<file path="src/rtl/core/scc_queue.sv">
// Two-entry queue used between the front and back ends and on the result side.
// Depends on nothing but its width parameter.
module scc_queue #(
    parameter int W = 8
) (
    input  logic         i_clk,
    input  logic         i_rst_n,
    input  logic         i_push,
    input  logic [W-1:0] i_data,
    output logic         o_full,
    input  logic         i_pop,
    output logic [W-1:0] o_data,
    output logic         o_empty
);
    logic [W-1:0] r_mem [2];
    logic         r_wr;
    logic         r_rd;
    logic [1:0]   r_count;
    logic         do_push;
    logic         do_pop;

    assign o_full  = (r_count == 2'd2);
    assign o_empty = (r_count == 2'd0);
    assign o_data  = r_mem[r_rd];
    assign do_push = i_push && !o_full;
    assign do_pop  = i_pop && !o_empty;

    // pointers and fill count
    always_ff @(posedge i_clk) begin
        if (!i_rst_n) begin
            r_wr    <= 1'b0;
            r_rd    <= 1'b0;
            r_count <= 2'd0;
        end else begin
            if (do_push) r_wr <= ~r_wr;
            if (do_pop)  r_rd <= ~r_rd;
            r_count <= r_count + 2'(do_push) - 2'(do_pop);
        end
    end

    // storage
    always_ff @(posedge i_clk) begin
        if (do_push) r_mem[r_wr] <= i_data;
    end

    a_count_bound: assert property (@(posedge i_clk) disable iff (!i_rst_n)
        r_count != 2'd3) else $error("queue count out of range");
    a_push_lands: assert property (@(posedge i_clk) disable iff (!i_rst_n)
        (do_push && !do_pop) |=> !o_empty) else $error("pushed item lost");
    a_pop_drains: assert property (@(posedge i_clk) disable iff (!i_rst_n)
        (do_pop && !do_push && r_count == 2'd1) |=> o_empty)
        else $error("queue not drained");
endmodule

</file>
<file path="config.mk">
export PLATFORM = sky130hd
export DESIGN_NAME = scc_queue
export DESIGN_NICKNAME = d
export VERILOG_FILES = /design/src/rtl/core/scc_queue.sv
export SDC_FILE = /design/constraint.sdc
export NUM_CORES = 1
export LEC_CHECK = 0
export BUFFER_PORTS_ARGS = -buffer_cell sky130_fd_sc_hd__buf_2
export CAP_MARGIN = 20
export CORE_UTILIZATION = 49
export DETAILED_ROUTE_END_ITERATION = 10
export PLACE_DENSITY = 0.75
export RECOVER_POWER = 50
export SYNTH_ARGS = -nofsm -noshare
export SYNTH_HDL_FRONTEND = slang
export SYNTH_SLANG_ARGS = --single-unit
</file>
<file path="constraint.sdc">
create_clock -name i_clk -period 1.94 [get_ports i_clk]
set_clock_uncertainty 0.15 [all_clocks]
set_input_delay 0.582 -clock i_clk [delete_from_list [all_inputs] [get_ports i_clk]]
set_output_delay 0.582 -clock i_clk [all_outputs]
set_load 0.02 [all_outputs]
</file>
==> results.sh <==
export IMPL_yosysSeqAreaShare=0.715
export IMPL_fillers=118
export IMPL_cts_buffer_depth=2
export IMPL_crit_end="o_data[2]"
export IMPL_cts_tree="built"
export IMPL_num_rows=14
export IMPL_status="finished, violations left"
export IMPL_drtIter0Drc=8
export IMPL_grt_overflow=0
export IMPL_place_congestion=0.706
export IMPL_cp_start_kind="flip-flop"
export IMPL_fin_tns_setup_ps=-2.56
export IMPL_grt_total_usage=0.161
export IMPL_syn_num_nets=66
export IMPL_hp_class="input pin to flip-flop"
export IMPL_fmax_mhz=515
export IMPL_ys_async_sr_fraction=0
export IMPL_grt_max_degree=13
export IMPL_portBuffers=21
export IMPL_diodes=0
export IMPL_final_cells=95
export IMPL_post_route_drc_count=0
export IMPL_timing_rr_start="r_count[0]"
export IMPL_cts_buffers_inserted=3
export IMPL_critPathMaxFanout=8
export IMPL_synth_edff_count=16
export IMPL_synthToLayoutAreaGrowth_pct=30.0
export IMPL_grt_pass1_vias=508
export IMPL_synthTopCellsByArea="edfxtp_1 (59%), dfxtp_1 (12%), mux2_2 (11%), ha_1 (3.1%), nor2_1 (2.3%)"
export IMPL_antenna_found_initial=0
export IMPL_ant_nets=0
export IMPL_violations="setup timing"
export IMPL_crit_type="flip-flop to output pin"
export IMPL_vdd_ir_drop_max_mv=0.735
export IMPL_maxCapViolations=0
export IMPL_core_area_um2=1520
export IMPL_synth_cell_type_count=17
export IMPL_cts_sinks=21
export IMPL_min_period_ps=1940
export IMPL_cellLeakagePower_nw=0.456
export IMPL_slew_headroom=0.734
export IMPL_post_route_period_util=1.00
export IMPL_wl_per_cell_um=13.2
export IMPL_worst_slew_pin_slew_ps=399
export IMPL_fin_nets=94
export IMPL_grt_pass1_wl_mm=2.10
export IMPL_dr_pass1_iters=2
export IMPL_synth_most_common_cell="edfxtp_1"
export IMPL_layout_setup_ws_ps=-1.84
export IMPL_reg2reg_to="r_count[1]"
export IMPL_synth_main_ff_cell="edfxtp_1"
export IMPL_min_delay_start="i_data[4]"
export IMPL_end_kind="output pin"
export IMPL_synth_cells=52
export IMPL_initial_core_util=0.533
export IMPL_die_area_um2=1820
export IMPL_hold_violations=0
export IMPL_die_x_um=42.7
export IMPL_rsz0062_at_grt="true"
export IMPL_yosysWarnings=0
export IMPL_drv_slew=0
export IMPL_final_layout_size_suffix_gt1_frac=0.443
export IMPL_boundaryPins=22
export IMPL_die_h_um=42.7
export IMPL_synth_top_area_cell="edfxtp_1"
export IMPL_totalWireLength_mm=1.26
export IMPL_avgSynthCellArea_um2=15.6
export IMPL_ys_seq_elements=21
export IMPL_htree_levels=1
export IMPL_cp_data_required_time_ps=1210
export IMPL_vias_per_cell=4.99
export IMPL_finalSetupViolCount=2
export IMPL_hold_buffers=0
export IMPL_place_inst=91
export IMPL_synth_area_um2=812
export IMPL_rrSetupSlack_ps=170
export IMPL_cp_arrival_ps=1210
export IMPL_power_density_nw_per_um2=1370
export IMPL_synth_common_cells="edfxtp_1 (16), mux2_2 (8), dfxtp_1 (5), nor2_1 (5), inv_1 (3)"
export IMPL_r2r_cells=8
export IMPL_yosysTopAreaCellShare=0.592
export IMPL_clock_latency_ps=290
export IMPL_vias=474
export IMPL_clk_pin_slew_ps=110
export IMPL_root_buffer="clkbuf_4"
-- cell type report --
class	count	area (µm²)	share of cell area
repair buffers	24	168	0.159
multi-input cells	27	245	0.232
clock buffers	3	22.5	0.0213
well taps	16	20.0	0.0190
inverters	3	11.3	0.0107
clock inverters	1	5.00	0.00474
flip-flops and latches	21	584	0.553
-- report_power, final --
group / total, mW / internal, mW / switching (mW)
Clock: 0.201 / 0.0767 / 0.124
Sequential: 0.666 / 0.593 / 0.0732
Combinational: 0.577 / 0.309 / 0.268
-- what timing repair did --
item | CTS | global route
setup endpoints to repair | 8 | 8
gates resized for setup | 26 | 0
cloned | 0 | 0
endpoints found under the hold margin | 0 | 0
buffers inserted | 0 | 0
-- sequential cells by signal, summed over array words and instances (netlist names), named ones only --
name	cells
r_count	2
r_wr	1
r_rd	1
r_mem	16
-- metrics by stage --
step,hold slack (ps),total power [mW],cell area [µm²],setup slack [ps],utilization
finish,314,1.44,1060,-1.84,0.693
detailed placement,335,1.13,955,-29.7,0.626
CTS,306,1.47,1070,-17.0,0.700
floorplan,305,0.973,812,137,-
global route,295,1.53,1060,-51.4,0.693
global placement,322,1.11,955,21.6,0.626
-- routing by layer --
layer  global-route usage  wire length [µm]  vias to the layer above
met1                0.182               563                      225
met5                    0                 0                        -
li1                     -                 -                      237
met4               0.0563                 0                        0
met2                0.282               658                       12
met3               0.0511                36                        0
-- placed cells by master, fill, tap and decap left out --
cell type / synthesis / layout
ha_1: 2 / 2
clkbuf_1: 0 / 4
buf_4: 0 / 1
nand2b_1: 2 / 2
nand2_1: 2 / 2
nor2_1: 5 / 5
dfxtp_1: 5 / 4
o21a_2: 1 / 1
clkbuf_4: 0 / 3
and3_1: 1 / 1
and2_2: 1 / 1
buf_6: 0 / 8
inv_1: 3 / 3
mux2_4: 0 / 8
clkinv_2: 0 / 1
xor2_1: 1 / 1
nor3_1: 1 / 1
xnor2_1: 1 / 1
dfxtp_4: 0 / 1
buf_2: 1 / 11
edfxtp_1: 16 / 16
mux2i_1: 1 / 1
and2_1: 1 / 1
-- cells by family (layout without fill, tap and decap cells) --
family          Yosys count  count (layout)  share of synthesized area
fa+ha+maj                 2               2                     0.0308
simple gates             13              13                     0.0786
flops                    21              21                      0.715
xor+xnor                  2               2                     0.0216
compound gates            1               1                     0.0108
mux                       9               9                      0.123
buf+inv                   4              31                     0.0200
-- worst max-delay path, stage by stage (launching register included) --
cell and delay [ps]:
dfxtp_4 460, mux2_4 330, buf_6 130
-- worst min path at each step --
stage,slack [ps],cells past startpoint,end
floorplan,300,2,r_wr
detailed placement,340,2,r_wr
global route,300,1,r_mem[0][4]
finish,310,1,r_mem[0][4]
global placement,320,2,r_wr
CTS,310,1,r_mem[0][4]
Power figures use the tool's default switching activity.
