===== src/rtl/core/scc_pkg.sv =====
// Package for the colonization choice block: widths, register indexes and
// the job record passed from the front end to the back end. No dependencies.
package scc_pkg;

    localparam int FIELD_SPECIES       = 4;
    localparam int PROB_W              = 16;
    localparam int CNT_W               = 4;
    localparam int CNT_MAX             = 15;
    localparam int FRAC_W              = 30;
    localparam int QUOT_W              = 31;
    localparam int CFG_IDX_W           = 4;
    localparam int CFG_DATA_W          = FIELD_SPECIES * PROB_W;
    localparam int DEF_MAX_SPECIES     = 4;
    localparam int DEF_RESOURCE_LEVELS = 4;

    // register indexes
    localparam logic [CFG_IDX_W-1:0] CFG_IDX_SPECIES   = 4'd0;
    localparam logic [CFG_IDX_W-1:0] CFG_IDX_PROB_BASE = 4'd1;

    // classified item, as queued between front and back
    typedef struct packed {
        logic [FIELD_SPECIES-1:0][PROB_W-1:0] p16;
        logic [FIELD_SPECIES-1:0][CNT_W-1:0]  cnt;
        logic [FIELD_SPECIES-1:0][CNT_W-1:0]  placed;
        logic [21:0]                          ptot_p;
        logic [PROB_W-1:0]                    draw;
    } t_job;

endpackage


===== src/rtl/core/scc_front.sv =====
// Front end: configuration registers, probability lookup and item classification.
// Depends on scc_pkg.
module scc_front import scc_pkg::*; #(
    parameter int MAX_SPECIES     = DEF_MAX_SPECIES,
    parameter int RESOURCE_LEVELS = DEF_RESOURCE_LEVELS
) (
    input  logic                  i_clk,
    input  logic                  i_rst_n,
    input  logic                  i_cfg_valid,
    input  logic [CFG_IDX_W-1:0]  i_cfg_index,
    input  logic [CFG_DATA_W-1:0] i_cfg_data,
    input  logic [1:0]            i_resource_level,
    input  logic [FIELD_SPECIES-1:0][CNT_W-1:0] i_cnt,
    input  logic [CNT_W-1:0]      i_total_neighbours,
    input  logic [PROB_W-1:0]     i_random_value,
    output t_job                  o_job
);
    localparam int LANES = (MAX_SPECIES < FIELD_SPECIES) ? MAX_SPECIES : FIELD_SPECIES;

    logic [2:0]            r_species_in_use;
    logic [CFG_DATA_W-1:0] r_probs [RESOURCE_LEVELS];

    // configuration writes; out-of-range indexes are dropped
    always_ff @(posedge i_clk) begin
        if (!i_rst_n) begin
            r_species_in_use <= 3'd4;
            for (int l = 0; l < RESOURCE_LEVELS; l++) r_probs[l] <= '0;
        end else if (i_cfg_valid) begin
            if (i_cfg_index == CFG_IDX_SPECIES) r_species_in_use <= i_cfg_data[2:0];
            for (int l = 0; l < RESOURCE_LEVELS; l++) begin
                if (i_cfg_index == CFG_IDX_PROB_BASE + CFG_IDX_W'(l))
                    r_probs[l] <= i_cfg_data;
            end
        end
    end

    // lookup and per-species classification
    always_comb begin
        logic [CFG_DATA_W-1:0] word;
        logic [2:0]            ns;
        logic [CNT_W-1:0]      remaining;
        logic [CNT_W-1:0]      pl;
        logic [21:0]           acc;
        word = '0;
        for (int l = 0; l < RESOURCE_LEVELS; l++) begin
            if (32'(i_resource_level) == l) word = r_probs[l];
        end
        ns = (r_species_in_use > 3'(LANES)) ? 3'(LANES) : r_species_in_use;
        remaining = i_total_neighbours;
        acc = '0;
        for (int i = 0; i < FIELD_SPECIES; i++) begin
            if (3'(i) < ns) begin
                o_job.p16[i] = word[PROB_W*i +: PROB_W];
                o_job.cnt[i] = i_cnt[i];
                pl = (i_cnt[i] < remaining) ? i_cnt[i] : remaining;
            end else begin
                o_job.p16[i] = '0;
                o_job.cnt[i] = '0;
                pl = '0;
            end
            remaining = remaining - pl;
            o_job.placed[i] = pl;
            acc = acc + 22'(o_job.cnt[i]) * 22'(o_job.p16[i]);
        end
        o_job.ptot_p = acc;
        o_job.draw   = i_random_value;
    end
endmodule


===== config.mk =====
export PLATFORM = sky130hd
export DESIGN_NAME = scc_front
export DESIGN_NICKNAME = d
export VERILOG_FILES = /design/src/rtl/core/scc_pkg.sv /design/src/rtl/core/scc_front.sv
export SDC_FILE = /design/constraint.sdc
export NUM_CORES = 1
export LEC_CHECK = 0
export ABC_AREA = 1
export BUFFER_PORTS_ARGS = -buffer_cell sky130_fd_sc_hd__buf_2
export CORE_MARGIN = 2
export CORE_UTILIZATION = 35
export DETAILED_ROUTE_END_ITERATION = 16
export GPL_TIMING_DRIVEN = 0
export REMOVE_ABC_BUFFERS = 1
export SKIP_LAST_GASP = 1
export SLEW_MARGIN = 5
export SYNTH_ARGS = -nofsm -noshare
export SYNTH_HDL_FRONTEND = slang
export SYNTH_SLANG_ARGS = --single-unit

===== constraint.sdc =====
create_clock -name i_clk -period 12 [get_ports i_clk]
set_input_delay 0.6 -clock i_clk [delete_from_list [all_inputs] [get_ports i_clk]]
set_output_delay 0.6 -clock i_clk [all_outputs]
set_load 0.005 [all_outputs]

==> results.toml, run 1 <==
[cts]
tritoncts = "built"
post_cts_buffers = 0
hold_buffers = 0
clock_latency_ns = 0.53
cts_buffer_depth = 3
cts-buffers-inserted = 25
htreeDepth = 1
cts_root_buf = "clkbuf_16"
clkTransAtPathRegs_ns = 0.07
cts_resized = 0
cts_num_sinks = 259

[yosys]
async_flop_share_pct = 0
synth_top_area_share_pct = 38.29
yosysMostFrequentCell = "nor2_1"
netlist_area_mm2 = 0.02008
ys_seq_area_share_pct = 38.59
synth_seq_cells = 259
synth_edf_count = 256
synth-main-ff-cell = "edfxtp_1"
yosys-top-cells-area = "edfxtp_1, fa_1, nor2_1"
synthCells = 2165
syn_avg_cell_area_um2 = 9.274
ys.warnings.count = 0
ys_types = 53
synth_commonest_cells = "nor2_1, inv_1, nand2_1"
synth_area_leader_cell = "edfxtp_1"

[floorplan]
die_area_mm2 = 0.05930
start_util_pct = 35.47
die_w_um = 243.5
io_pins = 243
rows = 87
core_mm2 = 0.05660
chipHeight_um = 243.5

[sta]
worst_pin_slew_ns = 1.220
timing.slew.headroom_pct = 18.56
setup-tns-final_ns = 0
layout_setup_ws_ns = 2.509
finalSetupViolCount = 0
slew_viol_final = 0
max_freq_ghz = 0.1054
hold_viol = 0
min_period_ns = 9.491
rsz0062_at_grt = "no"
fin_skew_ns = 0
fin_crit_sh_pct = 79.09

[critical_path]
slowest_delay_ns = 1.13
cp_top_family = "simple AND/OR/NAND/NOR gates"
crit_path_end_kind = "output port"
worstSetupPathType = "flip-flop to output port"
worstPathArrival_ns = 8.89
slowest_stage = "dfxtp_1"
path_buf_inv = 7
cp_common_cell = "nand2_1"
crit_path_start_kind = "flip-flop"
cp.required_ns = 11.40
r2r_slack_ns = 9.77
crit_fanout = 20

[global_route]
track_usage_pct = 20.79
grt_overflow = 0
grt_pass1_vias = 15950
grt_max_degree = 74
antenna_found_initial = 2
grt_pass1_wl_mm = 94.50

[cells_and_area]
instances_no_fill = 3104
area_growth_syn_to_layout_pct = 14.35
drive_gt1_share_pct = 14.79
fillCellCount = 5594
nNetsFinal = 2725

[drt]
drt-pass1-iter-count = 5
vias = 15350
drt-wirelength-per-cell_um = 19.88
final_antenna_net_count = 0
drt_wl_total_mm = 61.69
post_drt_via_cell_ratio = 4.946
drc = 0
drt_iter0_markers = 1255

[place]
dp_slack_ns = 2.205
io_buffers = 210
gp_congestion = 0.8949
dp_hpwl_mm = 47.70
dp.cells = 3057

[hold_path]
hold_path_class = "primary input to flip-flop"

[status]
status = "completed"

[job]
max-cap-violations = 0
## worst paths after layout
kind	depth (start not counted)	endpoint	from
worst min register to register	2	r_species_in_use[0]	r_species_in_use[0]
worst max-delay path	42	o_job[52]	r_species_in_use[2]
worst min-delay path	3	r_species_in_use[2]	i_cfg_data[2]
worst max register to register	2	r_species_in_use[2]	r_species_in_use[2]
## registers in the layout, indices dropped and copies added, names as in the netlist
register / flops
r_probs: 256
r_species_in_use: 3
## kinds of logic after synthesis
group / after synthesis / share of synthesized area [%]
adder cells (fa/ha/maj): 288 / 26.14
buffers and inverters: 491 / 9.765
flip-flops: 259 / 38.59
AO/OA/AOI/OAI: 180 / 5.546
AND/OR/NAND/NOR: 927 / 19.09
XOR/XNOR: 20 / 0.8724
## per-layer routing
| metal | wire length (um) | track usage (%) |
|---|---|---|
| met5 | 27 | 0 |
| met4 | 2662 | 8.393 |
| met3 | 4165 | 3.261 |
| met1 | 24610 | 26.35 |
| met2 | 30230 | 35.51 |
## worst reg2reg max path: stages, from the launching register on
cell and delay [ns]:
dfxtp_1 1.13, inv_1 0.69, o21ai_0 0.32
## cell type report
| class | count | area (um^2) | area share [%] |
|---|---|---|---|
| Timing Repair Buffer | 239 | 1577 | 6.866 |
| Inverter | 388 | 1459 | 6.354 |
| Clock inverter | 18 | 168.9 | 0.7357 |
| Clock buffer | 27 | 633.1 | 2.757 |
| Tap cell | 756 | 945.9 | 4.120 |
| Antenna cell | 2 | 5.005 | 0.02180 |
| Sequential cell | 259 | 7747 | 33.74 |
| Multi-Input combinational cell | 1415 | 10420 | 45.40 |
## layout by cell type, fill, tap and decap left out, drive strengths merged, types with 3 or more instances in the layout
cell type  Yosys  final
dfxtp          3      3
xnor2          7      7
or2           13     13
bufinv         0      3
nor3          11     11
o211ai        15     15
clkbuf        68     27
a21boi         3      3
nor2         471    471
o22ai          7      7
a21oi         42     42
o21ai         75     75
buf           35    239
nand3         99     99
edfxtp       256    256
fa           219    219
clkinv         0     11
o21a           4      4
inv          388    391
o31ai         14     14
nand2        322    322
ha            69     69
xor2          13     13
nand4          6      6
o221ai        11     11
## stage by stage
step                      util [%]  hold slack, ns  area (um^2)
after floorplan                  -          0.5124        19580
after global placement       38.11          0.5429        21570
after detailed placement     39.13          0.5382        22150
after CTS                    40.55          0.3228        22950
after global routing         40.55          0.3391        22950
final                        40.56          0.3298        22960
Power of run 1 is not shown: default switching activity piles up to over one toggle a cycle in this logic, so the estimate is an artifact.
==> run 2, diff against run 1 <==
==> constraint.sdc (replaced) <==
create_clock -name i_clk -period 9.6 [get_ports i_clk]
set_input_delay 0.48 -clock i_clk [delete_from_list [all_inputs] [get_ports i_clk]]
set_output_delay 0.48 -clock i_clk [all_outputs]
set_load 0.005 [all_outputs]
==> results.toml, run 2 (synthesis results as in run 1) <==
[critical_path]
cp-startpoint = "i_resource_level[0]"
r2r_end = "r_species_in_use[2]"
slowest_delay_ns = 0.78
r2r_slack_ns = 8.23
crit_end = "o_job[35]"
cp.required_ns = 9.12
crit_fanout = 71
rr_worst_depth = 2
worstPathArrival_ns = 8.46
worstReg2RegStart = "r_species_in_use[2]"
worstSetupPathType = "primary input to output port"
crit_path_start_kind = "primary input"
slowest_stage = "nand2_2"
crit_path_end_kind = "output port"

[sta]
fin_skew_ns = 0
rsz0062_at_grt = "no"
hold_viol = 0
max_freq_ghz = 0.1119
min_period_ns = 8.936
worst_pin_slew_ns = 1.087
fin_crit_sh_pct = 93.09
slew_viol_final = 0
hold_ws_ns = 0.2196
finalSetupViolCount = 0
timing.slew.headroom_pct = 27.38

[cells_and_area]
largestRegisters = "r_probs: 256 flops, r_species_in_use: 3 flops"
nNetsFinal = 2725
mostFrequentLayoutCell = "nor2_1"
area_growth_syn_to_layout_pct = 14.37
instances_no_fill = 3104
top_register = "r_probs"
largest_register_ffs = 256
final_core_util_pct = 40.57
drive_gt1_share_pct = 14.83
layout_common_cells = "nor2_1, inv_1, nand2_1, edfxtp_1, fa_1"

[floorplan]
rows = 87
die_area_mm2 = 0.05930
chipHeight_um = 243.5
core_mm2 = 0.05660
die_w_um = 243.5
start_util_pct = 35.47
io_pins = 243

[cts]
cts_buffer_depth = 3
htreeDepth = 1
hold_buffers = 0
cts-buffers-inserted = 25
post_cts_buffers = 0
cts_num_sinks = 259
tritoncts = "built"
clock_latency_ns = 0.53
clkTransAtPathRegs_ns = 0.06
cts_root_buf = "clkbuf_16"

[hold_path]
hold_path_class = "primary input to flip-flop"
hold_start = "i_cfg_data[2]"

[drt]
final_antenna_net_count = 0
drt_wl_total_mm = 61.70
drt_iter0_markers = 1252
drc = 0
drt-wirelength-per-cell_um = 19.88
post_drt_via_cell_ratio = 4.938
vias = 15330
drt-pass1-iter-count = 5

[status]
status = "completed"

[global_route]
grt_pass1_vias = 15950
antenna_found_initial = 2
track_usage_pct = 20.79
grt_max_degree = 74
grt_pass1_wl_mm = 94.50
grt_overflow = 0

[job]
max-cap-violations = 0

[place]
io_buffers = 210
gp_congestion = 0.8949
dp_hpwl_mm = 47.70
dp.cells = 3057
## run 2: worst min path at each step
stage / end / slack [ns] / cells past startpoint
after CTS: r_species_in_use[2] / 0.20 / 3
after detailed placement: r_species_in_use[0] / 0.54 / 2
after global placement: r_species_in_use[0] / 0.54 / 2
final: r_species_in_use[2] / 0.22 / 3
after global routing: r_species_in_use[2] / 0.22 / 3
after floorplan: r_species_in_use[0] / 0.51 / 2
## run 2: timing repair
item                                    CTS  global route
endpoints found under the hold margin     0             0
endpoints found under the setup margin    0             4
resized for setup                         0             2
## run 2: per-stage QoR
| stage | setup TNS [ns] | worst slack (ns) | area [um^2] |
|---|---|---|---|
| finish | 0 | 0.6638 | 22960 |
| global route | 0 | 0.1325 | 22960 |
| CTS | 0 | 0.03724 | 22950 |
| detailed placement | 0 | 0.04546 | 22150 |
| global placement | -201.50 | -1.107 | 21570 |
| floorplan | 0 | 2.294 | 19580 |
## run 2: worst max-delay path, delay by kind of cell
| family | cells | cell delay [ns] |
|---|---|---|
| AO/OA/AOI/OAI | 7 | 1.28 |
| adder cells (fa/ha/maj) | 7 | 3.37 |
| buffers and inverters | 6 | 1.43 |
| AND/OR/NAND/NOR | 9 | 1.82 |
## run 2: area by class of cell
class,instances,area [um^2]
flip-flops and latches,259,7751
multi-input cells,1415,10420
well taps,756,945.9
clock inverters,18,168.9
clock buffers,27,633.1
fillers,5592,33640
repair buffers,239,1577
inverters,388,1459
diodes,2,5.005
## run 2: routing by layer
layer  share of wire (%)  up-vias  global-route usage, %
li1                    -     7086                      -
met1                  40     7513                  26.35
met2                  49      594                  35.51
met3                 6.6      132                  3.261
met4                 4.2        4                  8.393
met5               0.044        -                      0
Power of run 2 is left out for the same reason.
==> run 3, diff against run 2 <==
--- a/config.mk
+++ b/config.mk
@@ -11,6 +11,7 @@
 export CORE_UTILIZATION = 35
 export DETAILED_ROUTE_END_ITERATION = 16
 export GPL_TIMING_DRIVEN = 0
+export MAX_ROUTING_LAYER = met4
 export REMOVE_ABC_BUFFERS = 1
 export SKIP_LAST_GASP = 1
 export SLEW_MARGIN = 5
==> results.toml, run 3 (synthesis results as in run 1) <==
[cts]
cts_num_sinks = 259
tritoncts = "built"
cts_buffer_depth = 3
hold_buffers = 0
cts-buffers-inserted = 26
clkTransAtPathRegs_ns = 0.06
clock_latency_ns = 0.53
post_cts_buffers = 0
htreeDepth = 1
cts_root_buf = "clkbuf_16"

[cells_and_area]
layout_common_cells = "nor2_1, inv_1, nand2_1, edfxtp_1, fa_1"
largestRegisters = "r_probs: 256 flops, r_species_in_use: 3 flops"
final_core_util_pct = 40.62
drive_gt1_share_pct = 14.89
mostFrequentLayoutCell = "nor2_1"
area_growth_syn_to_layout_pct = 14.51
fillCellCount = 5589
instances_no_fill = 3109
largest_register_ffs = 256
nNetsFinal = 2728
top_register = "r_probs"

[status]
status = "completed"

[sta]
min_period_ns = 9.045
fin_skew_ns = 0
rsz0062_at_grt = "no"
hold_viol = 0
fin_crit_sh_pct = 94.21
timing.slew.headroom_pct = 25.97
finalSetupViolCount = 0
worst_pin_slew_ns = 1.108
slew_viol_final = 0
max_freq_ghz = 0.1106

[critical_path]
cp.required_ns = 9.12
worstReg2RegStart = "r_species_in_use[2]"
crit_path_start_kind = "primary input"
worstSetupPathType = "primary input to output port"
crit_path_end_kind = "output port"
crit_fanout = 73
worstPathArrival_ns = 8.56
rr_worst_depth = 2
r2r_slack_ns = 8.27
r2r_end = "r_species_in_use[2]"

[floorplan]
rows = 87
core_mm2 = 0.05660
die_w_um = 243.5
start_util_pct = 35.47
die_area_mm2 = 0.05930
io_pins = 243
chipHeight_um = 243.5

[drt]
drt-wirelength-per-cell_um = 19.78
post_drt_via_cell_ratio = 4.924
drc = 0
drt_iter0_markers = 1061
final_antenna_net_count = 0
drt-pass1-iter-count = 6
drt_wl_total_mm = 61.49
vias = 15310

[place]
io_buffers = 210
dp_hpwl_mm = 47.89
gp_congestion = 0.9086
dp.cells = 3059

[job]
max-cap-violations = 0

[hold_path]
hold-path-endpoint = "r_species_in_use[2]"
whs_path_depth = 3
hold_start = "i_cfg_data[2]"
hold_path_class = "primary input to flip-flop"

[global_route]
track_usage_pct = 21.18
antenna_found_initial = 3
grt_pass1_wl_mm = 93.42
grt_overflow = 0
grt_max_degree = 74
grt_pass1_vias = 15840
==> run 3: worst max path at each step <==
stage                     cells past startpoint              to                   from
after detailed placement                     29       o_job[35]    i_resource_level[0]
after CTS                                    29       o_job[35]    i_resource_level[0]
after floorplan                              45       o_job[50]  i_total_neighbours[1]
final                                        27       o_job[35]    i_resource_level[1]
after global placement                        4  r_probs[2][14]         i_cfg_index[2]
after global routing                         44       o_job[50]    r_species_in_use[2]
==> run 3: repair_timing <==
action,in CTS,in global routing
endpoints found under the hold margin,0,0
endpoints found under the setup margin,7,4
resized for setup,1,2
==> run 3: metrics by stage <==
step	TNS (ns)	area, um^2	hold WS (ns)	setup WS (ns)
6_report	0	22990	0.2258	0.5555
5_1_grt	0	22990	0.2189	0.05780
4_1_cts	0	22980	0.2045	0.04635
3_5_place_dp	-1.497	22160	0.5525	-0.3728
3_3_place_gp	-216.52	21570	0.5413	-1.172
2_1_floorplan	0	19580	0.5124	2.294
==> run 3: worst max-delay path, cell delays in order <==
cell	delay [ns]
buf_2	0.74
nand2_4	0.77
inv_2	0.67
nand2_1	0.10
a21oi_1	0.51
nand2_1	0.16
fa_1	0.58
inv_1	0.07
fa_1	0.53
inv_1	0.05
fa_1	0.48
fa_1	0.52
fa_1	0.49
inv_1	0.05
fa_1	0.43
ha_1	0.37
a21oi_1	0.17
nand2_1	0.19
a21oi_2	0.27
o21ai_2	0.09
a21boi_1	0.23
o21ai_1	0.13
nand2_1	0.09
nand2_1	0.05
nand2_1	0.06
nand2_1	0.05
buf_2	0.12
==> run 3: metal layers <==
metal,GRT usage (%),part of all wire [%]
met1,26.45,41
met2,35.29,49
met3,2.622,5.7
met4,7.999,4.0
met5,-,0
==> run 3: final cells by class <==
cell class                 instances  area (um^2)  share of cell area [%]
antenna                            3        7.507                 0.03265
multi-input combinational       1415        10420                   45.34
inverter                         388         1459                   6.345
tap                              756        945.9                   4.114
clock buffer                      33        698.2                   3.037
sequential                       259         7751                   33.71
clock inverter                    14        118.9                  0.5170
timing repair buffer             241         1588                   6.906
Power of run 3 is left out for the same reason.
